$ cat config.mk
export PLATFORM = sky130hd
export DESIGN_NAME = file_type_header_stripper
export DESIGN_NICKNAME = d
export VERILOG_FILES = /design/src/rtl/core/fths_pkg.sv /design/src/rtl/core/file_type_header_stripper.sv /design/src/rtl/core/fths_core.sv /design/src/rtl/core/fths_out.sv
export SDC_FILE = /design/constraint.sdc
export NUM_CORES = 1
export LEC_CHECK = 0
export BUFFER_PORTS_ARGS = -buffer_cell sky130_fd_sc_hd__buf_2
export CORE_MARGIN = 4
export CORE_UTILIZATION = 55
export DETAILED_ROUTE_END_ITERATION = 12
export PLACE_DENSITY = 0.82
export SETUP_SLACK_MARGIN = 0.5
export SYNTH_ARGS = -nofsm -noshare
export SYNTH_HDL_FRONTEND = slang
export SYNTH_SLANG_ARGS = --single-unit
$ cat constraint.sdc
create_clock -name clk -period 3.5 [get_ports clk]
set_input_delay 0.525 -clock clk [delete_from_list [all_inputs] [get_ports clk]]
set_output_delay 0.525 -clock clk [all_outputs]
set_load 0.02 [all_outputs]
$ cat src/rtl/core/fths_pkg.sv
// ----------------------------------------------------------------------------
// fths_pkg
// Types and constants of the file type header stripper.
// ----------------------------------------------------------------------------
package fths_pkg;

    localparam int CFG_IDX_W = 3;

    localparam logic [CFG_IDX_W-1:0] REG_FILE_TYPE      = 3'd0;
    localparam logic [CFG_IDX_W-1:0] REG_LOCKED_MASK    = 3'd1;
    localparam logic [CFG_IDX_W-1:0] REG_BINARY_CODE    = 3'd2;
    localparam logic [CFG_IDX_W-1:0] REG_APPLESOFT_CODE = 3'd3;
    localparam logic [CFG_IDX_W-1:0] REG_INTEGER_CODE   = 3'd4;
    localparam logic [CFG_IDX_W-1:0] REG_TEXT_CODE      = 3'd5;

    localparam logic [2:0] HLEN_NONE   = 3'd0;
    localparam logic [2:0] HLEN_TOKEN  = 3'd2;
    localparam logic [2:0] HLEN_BINARY = 3'd4;

    typedef struct packed {
        logic [7:0] file_type;
        logic [7:0] locked_mask;
        logic [7:0] binary_code;
        logic [7:0] applesoft_code;
        logic [7:0] integer_code;
        logic [7:0] text_code;
    } cfg_t;

    typedef struct packed {
        logic       valid;
        logic [7:0] data;
        logic       eof;
    } res_t;

    // up to three results caused by one input byte
    typedef struct packed {
        logic [1:0]  cnt;
        res_t [2:0]  ent;
        logic [15:0] addr;
        logic        known;
    } bundle_t;

endpackage

$ cat src/rtl/core/file_type_header_stripper.sv
// ----------------------------------------------------------------------------
// file_type_header_stripper
// Strips the type-dependent header of a file byte stream.
// ----------------------------------------------------------------------------
// Input stream carries raw file bytes in tdata[7:0], tlast on the final byte.
// Output stream carries content bytes: tdata = {load_address, out_byte},
// tuser = {has_load_address, byte_valid}, tlast = end_of_file. A request with
// byte_valid low is only the end-of-file marker of a file whose last byte
// was dropped.
// Configuration registers (type byte, lock mask, type codes) are written through
// cfg_wen/cfg_index/cfg_wdata, by the user between files; the block does not check.
// A byte accepted goes into the input register; once the result register is free,
// its bundle is loaded there and its first request is offered from it.
// Throughput: one byte per cycle unless output stalls; an input register feeds the
// header logic and a result register; one more byte is taken while a result waits.
// A file that ends inside its header returns up to three requests for its
// last byte; the result register holds them and input stalls for those cycles.
// An output stall backs up through the result and input registers.
// Reset clears the per-file state and returns the registers to defaults.
// ----------------------------------------------------------------------------
module file_type_header_stripper
    import fths_pkg::*;
(
    input  logic                 clk,
    input  logic                 rst_n,
    input  logic                 cfg_wen,
    input  logic [CFG_IDX_W-1:0] cfg_index,
    input  logic [7:0]           cfg_wdata,
    input  logic                 s_axis_tvalid,
    output logic                 s_axis_tready,
    input  logic [7:0]           s_axis_tdata,   // in_byte[7:0]
    input  logic                 s_axis_tlast,   // in_last
    output logic                 m_axis_tvalid,
    input  logic                 m_axis_tready,
    output logic [23:0]          m_axis_tdata,   // out_byte[7:0], load_address[23:8]
    output logic [1:0]           m_axis_tuser,   // byte_valid[0], has_load_address[1]
    output logic                 m_axis_tlast    // end_of_file
);

    cfg_t       cfg_reg;
    logic       in_valid_reg;
    logic [7:0] in_byte_reg;
    logic       in_last_reg;
    logic       out_free;
    logic       advance;
    bundle_t    bundle;

    assign advance       = in_valid_reg && out_free;
    assign s_axis_tready = !in_valid_reg || advance;

    always_ff @(posedge clk or negedge rst_n)
    begin
        if (!rst_n)
        begin
            cfg_reg.file_type      <= 8'd0;
            cfg_reg.locked_mask    <= 8'd128;
            cfg_reg.binary_code    <= 8'd4;
            cfg_reg.applesoft_code <= 8'd2;
            cfg_reg.integer_code   <= 8'd1;
            cfg_reg.text_code      <= 8'd0;
        end
        else if (cfg_wen)
        begin
            unique case (cfg_index)
                REG_FILE_TYPE:      cfg_reg.file_type      <= cfg_wdata;
                REG_LOCKED_MASK:    cfg_reg.locked_mask    <= cfg_wdata;
                REG_BINARY_CODE:    cfg_reg.binary_code    <= cfg_wdata;
                REG_APPLESOFT_CODE: cfg_reg.applesoft_code <= cfg_wdata;
                REG_INTEGER_CODE:   cfg_reg.integer_code   <= cfg_wdata;
                REG_TEXT_CODE:      cfg_reg.text_code      <= cfg_wdata;
                default:            ;
            endcase
        end
    end

    always_ff @(posedge clk)
    begin
        if (s_axis_tvalid && s_axis_tready)
        begin
            in_byte_reg <= s_axis_tdata;
            in_last_reg <= s_axis_tlast;
        end
    end

    always_ff @(posedge clk or negedge rst_n)
    begin
        if (!rst_n)
            in_valid_reg <= 1'b0;
        else if (s_axis_tready)
            in_valid_reg <= s_axis_tvalid;
    end

    fths_core u_core (
        .clk     (clk),
        .rst_n   (rst_n),
        .cfg     (cfg_reg),
        .step    (advance),
        .in_byte (in_byte_reg),
        .in_last (in_last_reg),
        .bundle  (bundle)
    );

    fths_out u_out (
        .clk           (clk),
        .rst_n         (rst_n),
        .load          (advance),
        .bundle        (bundle),
        .free          (out_free),
        .m_axis_tvalid (m_axis_tvalid),
        .m_axis_tready (m_axis_tready),
        .m_axis_tdata  (m_axis_tdata),
        .m_axis_tuser  (m_axis_tuser),
        .m_axis_tlast  (m_axis_tlast)
    );

endmodule

$ cat src/rtl/core/fths_core.sv
// ----------------------------------------------------------------------------
// fths_core
// Per-file state and the per-byte decision; builds the result bundle.
// ----------------------------------------------------------------------------
module fths_core
    import fths_pkg::*;
(
    input  logic       clk,
    input  logic       rst_n,
    input  cfg_t       cfg,
    input  logic       step,
    input  logic [7:0] in_byte,
    input  logic       in_last,
    output bundle_t    bundle
);

    logic [7:0]  store_reg [3];
    logic [2:0]  seen_reg, seen_next;
    logic [15:0] claimed_reg, claimed_next;
    logic [15:0] emitted_reg, emitted_next;
    logic        ended_reg, ended_next;
    logic [15:0] addr_reg, addr_next;
    logic        known_reg, known_next;

    logic [7:0]  ftype;
    logic [2:0]  hlen;
    logic        store_we;
    logic [2:0]  seen_upd;
    logic [15:0] claimed_upd, emitted_upd, addr_upd;
    logic        ended_upd, known_upd, emit, do_clear;

    always_comb
    begin
        ftype = cfg.file_type & ~cfg.locked_mask;
        if (ftype == cfg.binary_code)
            hlen = HLEN_BINARY;
        else if (ftype == cfg.applesoft_code || ftype == cfg.integer_code)
            hlen = HLEN_TOKEN;
        else
            hlen = HLEN_NONE;

        store_we    = 1'b0;
        seen_upd    = seen_reg;
        claimed_upd = claimed_reg;
        emitted_upd = emitted_reg;
        ended_upd   = ended_reg;
        addr_upd    = addr_reg;
        known_upd   = known_reg;
        emit        = 1'b0;
        do_clear    = in_last;

        bundle.cnt   = 2'd0;
        bundle.ent   = '0;
        bundle.addr  = '0;
        bundle.known = 1'b0;

        if (hlen != HLEN_NONE && seen_reg < hlen)
        begin
            if ({1'b0, seen_reg} + 4'd1 < {1'b0, hlen})
            begin
                if (in_last)
                begin
                    // short file: replay stored header bytes, then this one
                    bundle.cnt = seen_reg[1:0] + 2'd1;
                    if (seen_reg != 3'd0)
                        bundle.ent[0] = '{valid: 1'b1, data: store_reg[0], eof: 1'b0};
                    if (seen_reg == 3'd2)
                        bundle.ent[1] = '{valid: 1'b1, data: store_reg[1], eof: 1'b0};
                    bundle.ent[seen_reg[1:0]] = '{valid: 1'b1, data: in_byte, eof: 1'b1};
                end
                else
                begin
                    store_we = 1'b1;
                    seen_upd = seen_reg + 3'd1;
                end
            end
            else
            begin
                if (hlen == HLEN_BINARY)
                begin
                    addr_upd    = {store_reg[1], store_reg[0]};
                    known_upd   = 1'b1;
                    claimed_upd = {in_byte, store_reg[2]};
                end
                else
                begin
                    claimed_upd = {in_byte, store_reg[0]};
                end
                seen_upd    = hlen;
                emitted_upd = '0;
            end
        end
        else if (hlen != HLEN_NONE)
        begin
            if (emitted_reg < claimed_reg)
            begin
                emit        = 1'b1;
                emitted_upd = emitted_reg + 16'd1;
            end
        end
        else if (ftype == cfg.text_code)
        begin
            if (!ended_reg)
            begin
                if (in_byte == 8'd0)
                    ended_upd = 1'b1;
                else
                    emit = 1'b1;
            end
        end
        else
        begin
            emit = 1'b1;
        end

        if (bundle.cnt == 2'd0 && (emit || in_last))
        begin
            bundle.cnt    = 2'd1;
            bundle.ent[0] = '{valid: emit, data: emit ? in_byte : 8'd0, eof: in_last};
        end
        bundle.known = known_upd;
        bundle.addr  = known_upd ? addr_upd : 16'd0;

        seen_next    = do_clear ? 3'd0  : seen_upd;
        claimed_next = do_clear ? 16'd0 : claimed_upd;
        emitted_next = do_clear ? 16'd0 : emitted_upd;
        ended_next   = do_clear ? 1'b0  : ended_upd;
        addr_next    = do_clear ? 16'd0 : addr_upd;
        known_next   = do_clear ? 1'b0  : known_upd;
    end

    always_ff @(posedge clk)
    begin
        if (step && store_we)
            store_reg[seen_reg[1:0]] <= in_byte;
    end

    always_ff @(posedge clk or negedge rst_n)
    begin
        if (!rst_n)
        begin
            seen_reg    <= '0;
            claimed_reg <= '0;
            emitted_reg <= '0;
            ended_reg   <= 1'b0;
            addr_reg    <= '0;
            known_reg   <= 1'b0;
        end
        else if (step)
        begin
            seen_reg    <= seen_next;
            claimed_reg <= claimed_next;
            emitted_reg <= emitted_next;
            ended_reg   <= ended_next;
            addr_reg    <= addr_next;
            known_reg   <= known_next;
        end
    end

endmodule

$ cat src/rtl/core/fths_out.sv
// ----------------------------------------------------------------------------
// fths_out
// Result register: holds one bundle and hands its results out one per request.
// ----------------------------------------------------------------------------
module fths_out
    import fths_pkg::*;
(
    input  logic        clk,
    input  logic        rst_n,
    input  logic        load,
    input  bundle_t     bundle,
    output logic        free,
    output logic        m_axis_tvalid,
    input  logic        m_axis_tready,
    output logic [23:0] m_axis_tdata,   // out_byte[7:0], load_address[23:8]
    output logic [1:0]  m_axis_tuser,   // byte_valid[0], has_load_address[1]
    output logic        m_axis_tlast    // end_of_file
);

    logic [1:0]  cnt_reg;
    logic [1:0]  head_reg;
    res_t [2:0]  ent_reg;
    logic [15:0] addr_reg;
    logic        known_reg;
    res_t        cur;
    logic        take;

    assign cur           = ent_reg[head_reg];
    assign take          = m_axis_tvalid && m_axis_tready;
    assign free          = (cnt_reg == 2'd0) || (cnt_reg == 2'd1 && m_axis_tready);
    assign m_axis_tvalid = (cnt_reg != 2'd0);
    assign m_axis_tdata  = {addr_reg, cur.data};
    assign m_axis_tuser  = {known_reg, cur.valid};
    assign m_axis_tlast  = cur.eof;

    always_ff @(posedge clk)
    begin
        if (load)
        begin
            ent_reg   <= bundle.ent;
            addr_reg  <= bundle.addr;
            known_reg <= bundle.known;
        end
    end

    always_ff @(posedge clk or negedge rst_n)
    begin
        if (!rst_n)
        begin
            cnt_reg  <= '0;
            head_reg <= '0;
        end
        else if (load)
        begin
            cnt_reg  <= bundle.cnt;
            head_reg <= '0;
        end
        else if (take)
        begin
            cnt_reg  <= cnt_reg - 2'd1;
            head_reg <= head_reg + 2'd1;
        end
    end

endmodule

**Word level (Yosys, flattened, before mapping)**

Memory sizes are Yosys's and may differ from the RTL's.
Cells that the tools add are included.

- Add/sub/neg operators: 6
- Order comparisons: 6
- Equality and inequality tests: 16
- Muxes and demuxes: 62
- Bitwise gates (word level): 2
- Reduce and logical (&&, ||, !) cells: 36

Operators by type and width:

| kind | count |
|---|---|
| $mux 16 | 12 |
| $mux 10 | 11 |
| $mux 32 | 3 |
| $eq 8x8->1 | 4 |
| $bwmux 30 | 1 |
| $mux 1 | 21 |
| $bmux 10 s2 | 1 |
| $demux 10 s2 | 1 |
| $add 16x1->16 const B | 1 |
| $lt 16x16->1 | 1 |
| $mux 8 | 2 |
| $reduce_and 2->1 | 7 |
| $mux 2 | 6 |
| $mux 3 | 4 |
| $reduce_bool 3->1 | 4 |
| $eq 3x2->1 const B | 3 |
| $eq 3x3->1 const B | 3 |
| $and 8x8->8 | 1 |
| $logic_and 1x1->1 | 8 |
| $logic_not 8->1 | 1 |
| $not 8->8 | 1 |
| $reduce_and 4->1 | 2 |
| $reduce_bool 2->1 | 4 |
| $lt 2x3->1 const B | 2 |
| other kinds (16) | 24 |

- Register bits: 162
- Bits in writable memories: 24
- Input bits: 25
- Output and inout bits: 29
- Logic and storage cells: 157
- Memories kept: 1

Memories:

| name | depth | bits a word | read ports | clocked after memory_dff | write ports | RTL line | text |
|---|---|---|---|---|---|---|---|
| u_core.store_reg | 3 | 8 | 3 | 0 | 1 | fths_core.sv:17 | `logic [7:0] store_reg [3];` |

**Logic depth before layout (Yosys ltp)**

- Depth in word-level cells: 17
- Depth in mapped cells: 15

**Modules after synthesis**

A second synthesis with hierarchy kept.

- Cells, all modules: 775
- Area, all modules: 9,357.7 um^2

Modules (own cells, without submodules):

| module | instances | cells each | area an instance (um^2) | seq. area each (um^2) |
|---|---|---|---|---|
| fths_core | 1 | 550 | 5,330.1 | 2,047.0 |
| file_type_header_stripper | 1 | 120 | 2,158.3 | 1,501.4 |
| fths_out | 1 | 105 | 1,869.3 | 1,511.4 |

**Least setup slack after synthesis**

Ideal clock, no wire load.

- Path kind: reg-to-reg
- Start point: register u_out.cnt_reg[0]
- End point: register u_core.seen_reg[0]
- Setup time: 125 ps
- Arrival: 3,275 ps
- Path slack: 100 ps
- Stages on the path, launching flop included: 9
- Path through: dfrtp_1 inv_1 ha_1 a21oi_1 nand2b_1 inv_1 clkbuf_1 o21ai_0 mux2_2

- Cells in the longest elaborated chain, start to end: 5
- Elaborated cells between the ends (all ways): 6

Ends and longest elaborated chain:

| what | RTL line | text |
|---|---|---|
| start: declaration | fths_out.sv:20 | `logic [1:0] cnt_reg;` |
| start signal: assignment | fths_out.sv:55 | `cnt_reg <= bundle.cnt;` |
| start signal: assignment | fths_out.sv:60 | `cnt_reg <= cnt_reg - 2'd1;` |
| $eq 2x1->1 | fths_out.sv:30 | `assign free = (cnt_reg == 2'd0) \|\| (cnt_reg == 2'd1 && m_axis_tready);` |
| $logic_and 1x1->1 | fths_out.sv:30 |  |
| $logic_or 1x1->1 (*) | fths_out.sv:30 |  |
| $logic_and 1x1->1 (*) | file_type_header_stripper.sv:48 | `assign advance = in_valid_reg && out_free;` |
| via advance | file_type_header_stripper.sv:45 | `logic advance;` |
| $reduce_and 2->1 (no line) (*) | n/a |  |
| end signal: assignment | fths_core.sv:151 | `seen_reg <= seen_next;` |
| end: declaration | fths_core.sv:18 | `logic [2:0] seen_reg, seen_next;` |

The timed path passes the listed nets; every way through them passes the cells marked *.
A chain may end at the register's enable or synchronous reset.

**Final worst setup path**

- Start point: register cfg_reg[43] (netlist name)
- End point: register u_core.claimed_reg[1]

- Cells in the longest elaborated chain, start to end: 10
- Elaborated cells between the ends (all ways): 19

Ends and longest elaborated chain:

| what | RTL line | text |
|---|---|---|
| start: declaration | file_type_header_stripper.sv:40 | `cfg_t cfg_reg;` |
| $and 8x8->8 (*) | fths_core.sv:34 | `ftype = cfg.file_type & ~cfg.locked_mask;` |
| $eq 8x8->1 | fths_core.sv:37 | `else if (ftype == cfg.applesoft_code \|\| ftype == cfg.integer_code)` |
| $logic_or 1x1->1 | fths_core.sv:37 |  |
| $mux 2 | fths_core.sv:37 |  |
| $mux 3 (*) | fths_core.sv:35 | `if (ftype == cfg.binary_code)` |
| branches (longest 5 deep; another with $lt 4x3->1) | n/a |  |
| end signal: assignment | fths_core.sv:152 | `claimed_reg <= claimed_next;` |
| end: declaration | fths_core.sv:19 | `logic [15:0] claimed_reg, claimed_next;` |

Mark *: on every way between the ends. The select of a mux whose other input is x is not followed.

==> summary.txt <==
Critical path
  • Stages on worst setup path: 13
  • Top fanout value on the critical path: 23
  • Arr. time, crit path: 3.34 ns
  • Delay-heaviest family, CP: simple AND/OR/NAND/NOR gates
  • CP startpoint: cfg_reg[43]$_DFFE_PN0P_
  • WS Path Type: register to register
  • Slowest cell on the critical path: dfrtp_1
  • FF-to-FF Start: cfg_reg[43]$_DFFE_PN0P_
  • R2R setup slack: 0.47 ns
  • WP buf/inv: 2
  • CP max stage delay: 0.39 ns
  • Worst reg2reg path depth: 13
  • CP Cell Sequence: nor2b_4 > xnor2_2 > nand4_2 > nor2_4 > clkinv_4 > ha_1 > a31o_2 > nor2_2 > a21oi_2 > a32oi_1 > buf_4 > or3_1 > o21ai_0
  • CP required: 3.81 ns
  • Crit. End Element: register
  • Crit path launch type: register

Power
  • Power Density: 736 nW/um^2
  • Pleak: 4.22 nW
  • Design Power: 7.66 mW
  • Peak supply drop: 0.460 mV

Synthesis
  • Number of synthesis warnings: 0
  • Synth async-reset ratio: 57.3%
  • Dominant synthesized flop cell: dfrtp_1
  • Post-Synth Adder-Cell Area: 3.39%
  • Largest family of logic cells by synthesized area: simple AND/OR/NAND/NOR gates
  • Yosys reg bits: 185
  • Mux share of post-synthesis cell area: 8.49%
  • EDFF count, synth: 79
  • Synth Area in Compound Gates: 11.1%
  • Synth Area in Simple Gates: 13.2%
  • Synth unique cells: 55
  • Post-Syn Nets: 816
  • Syn Inst Count: 767
  • Avg Cell Area, Syn: 11.6 sq um
  • Synth Area in XOR/XNOR: 3.95%
  • Area of the mapped netlist: 8870 sq um
  • Sequential area share after synthesis: 56.7%

Detailed routing
  • Initial DRC count: 621
  • Final WL: 20.8 mm
  • # DRC: 0
  • Via count: 6,426
  • DRT Pass-1 Iters: 5
  • Vias per inst: 6.02
  • WL/cell: 19.5 um
  • ANT nets after route: 0

Clock network
  • TritonCTS clock tree: built
  • Worst-skew pair later-pin latency: 0.44 ns
  • Num CTS Buffers: 17
  • Clk slew on worst S/H paths: 0.07 ns
  • CTS Hold Buffers Added: 0
  • Longest Clk Path Bufs: 2
  • Clock sink count: 185
  • Root buffer cell: clkbuf_16
  • H-Tree Level Count: 4

Floorplanning
  • Io pins: 54
  • Die H: 135 um
  • Die X: 135 um
  • Area of the core: 15,800 sq um
  • Initial Utilization: 56.0%
  • Die area: 18,200 sq um
  • FP Rows: 46

Timing
  • RSZ-0062 raised after global routing: true
  • Max Fclk: 330 MHz
  • Slew margin rel.: 36.8%
  • Worst slew pin tran: 0.946 ns
  • Final Max Tran Viols: 0
  • Fin crit share: 86.7%
  • Skew final: 0.0115 ns
  • Setup TNS: 0 ns
  • Final worst path period need: 3.03 ns
  • Slack of the critical path: 0.466 ns
  • Setup Viol. Count Final: 0
  • Worst Hold Slack: 0.132 ns
  • Final Hold Viols: 0

Global routing
  • Vias in the first global route: 6,145
  • Antenna violations before repair: 0
  • Grt ovf: 0
  • First-pass GRT wire length: 32.9 mm
  • GR Util All Layers: 23.2%
  • Largest net degree at the start of global routing: 55

Final layout
  • Inserted Diodes: 0
  • Util after Layout: 65.8%
  • Largest register FFs: 48
  • Area growth, synth to finish: 17.4%
  • Layout cells sized above 1: 27.7%
  • Fill cells: 1,118
  • Nets@finish: 887
  • Non-Filler Instances: 1,067
  • Final Cell Area: 10,400 sq um

Place
  • Placement Setup Slack: 0.191 ns
  • Routability cong.: 0.896
  • Port Buffers: 53
  • Dpl hpwl: 13.7 mm
  • Post-Place Cell Area: 9450 sq um
  • DP Cell Count: 1,021

Job
  • MaxCap Viol Count: 0

Min path
  • Hold crit path type: input port to asynchronous set/reset pin

Status
  • Status: finished, final reports clean
==> cells in the mapped netlist, drive strengths merged (4+ instances only) <==
master	instances	area [sq um]
buf	15	85.1
or4	5	37.5
nand3	28	140
nand2	93	349
nor2b	9	56.3
and2	6	37.5
dfrtp	102	2550
inv	26	97.6
edfxtp	79	2370
or3	17	106
nand4	16	113
dfstp	4	105
nor3	5	25.0
and3	13	81.3
mux2i	19	190
o21ai	62	310
xnor2	32	333
nor2	31	124
a21oi	24	120
a22oi	25	188
mux2	50	563
ha	24	300
a22o	10	87.6
o31ai	6	45.0
nand2b	5	31.3
clkbuf	27	101
==> cells by family (layout without fill, tap and decap cells) <==
family	Yosys count	after routing
buffers and inverters	68	151
multiplexers	69	69
adder cells (fa/ha/maj)	24	24
AND/OR/NAND/NOR	235	235
XOR/XNOR	34	34
flip-flops	185	185
AO/OA/AOI/OAI	152	153
==> cell usage in the layout, fill, tap and decap left out, types with 4 or more instances in the layout <==
master	count
a21oi_1	15
a21oi_2	9
a22o_1	10
a22oi_1	25
and2_1	4
and3_1	13
buf_2	52
buf_4	34
buf_6	6
clkbuf_16	17
dfrtp_1	102
dfstp_2	4
edfxtp_1	79
ha_1	23
inv_1	24
mux2_2	50
mux2i_1	19
nand2_1	93
nand2b_1	5
nand3_1	28
nand4_1	14
nor2_1	25
nor2b_2	4
nor2b_4	4
nor3_1	4
o21ai_0	61
o31ai_1	5
or3_1	13
or3_4	4
xnor2_1	24
xnor2_2	8
==> final timing paths <==
| check | endpoint |
|---|---|
| setup / recovery | u_core.claimed_reg[1]$_DFFE_PN0P_ |
| hold / removal | cfg_reg[43]$_DFFE_PN0P_ |
| setup reg to reg | u_core.claimed_reg[1]$_DFFE_PN0P_ |
| hold reg to reg | u_core.claimed_reg[12]$_DFFE_PN0P_ |
| max in group asynchronous | u_core.claimed_reg[3]$_DFFE_PN0P_ |
| min in group clk | in_byte_reg[1]$_DFFE_PP_ |
==> final cells by class <==
type	instances	area, sq um	area share (%)
well taps	216	270	2.60
inverters	26	103	0.985
flip-flops and latches	185	5030	48.3
clock buffers	17	425	4.09
clock inverters	15	214	2.05
multi-input cells	515	3770	36.2
repair buffers	93	603	5.79
==> power by group <==
group	total [mW]	internal (mW)	switching (mW)
combinational	2.27	0.921	1.35
sequential	3.33	2.94	0.396
clock	2.06	1.16	0.899
total	7.66	5.01	2.65
==> timing repair <==
item                       in CTS  in global routing
setup endpoints to repair      63                 74
pin swaps                       4                 36
cloned                          0                  1
setup buffers                   4                  9
gates resized for setup        17                 35
==> layer usage <==
layer	global-route usage (%)	part of all wire, %	vias up
met2	36.5	49	285
met4	7.56	2.8	0
met5	0	0	-
li1	-	-	2941
met1	32.8	41	3148
met3	4.43	7.3	52
Power figures use the tool's default switching activity.
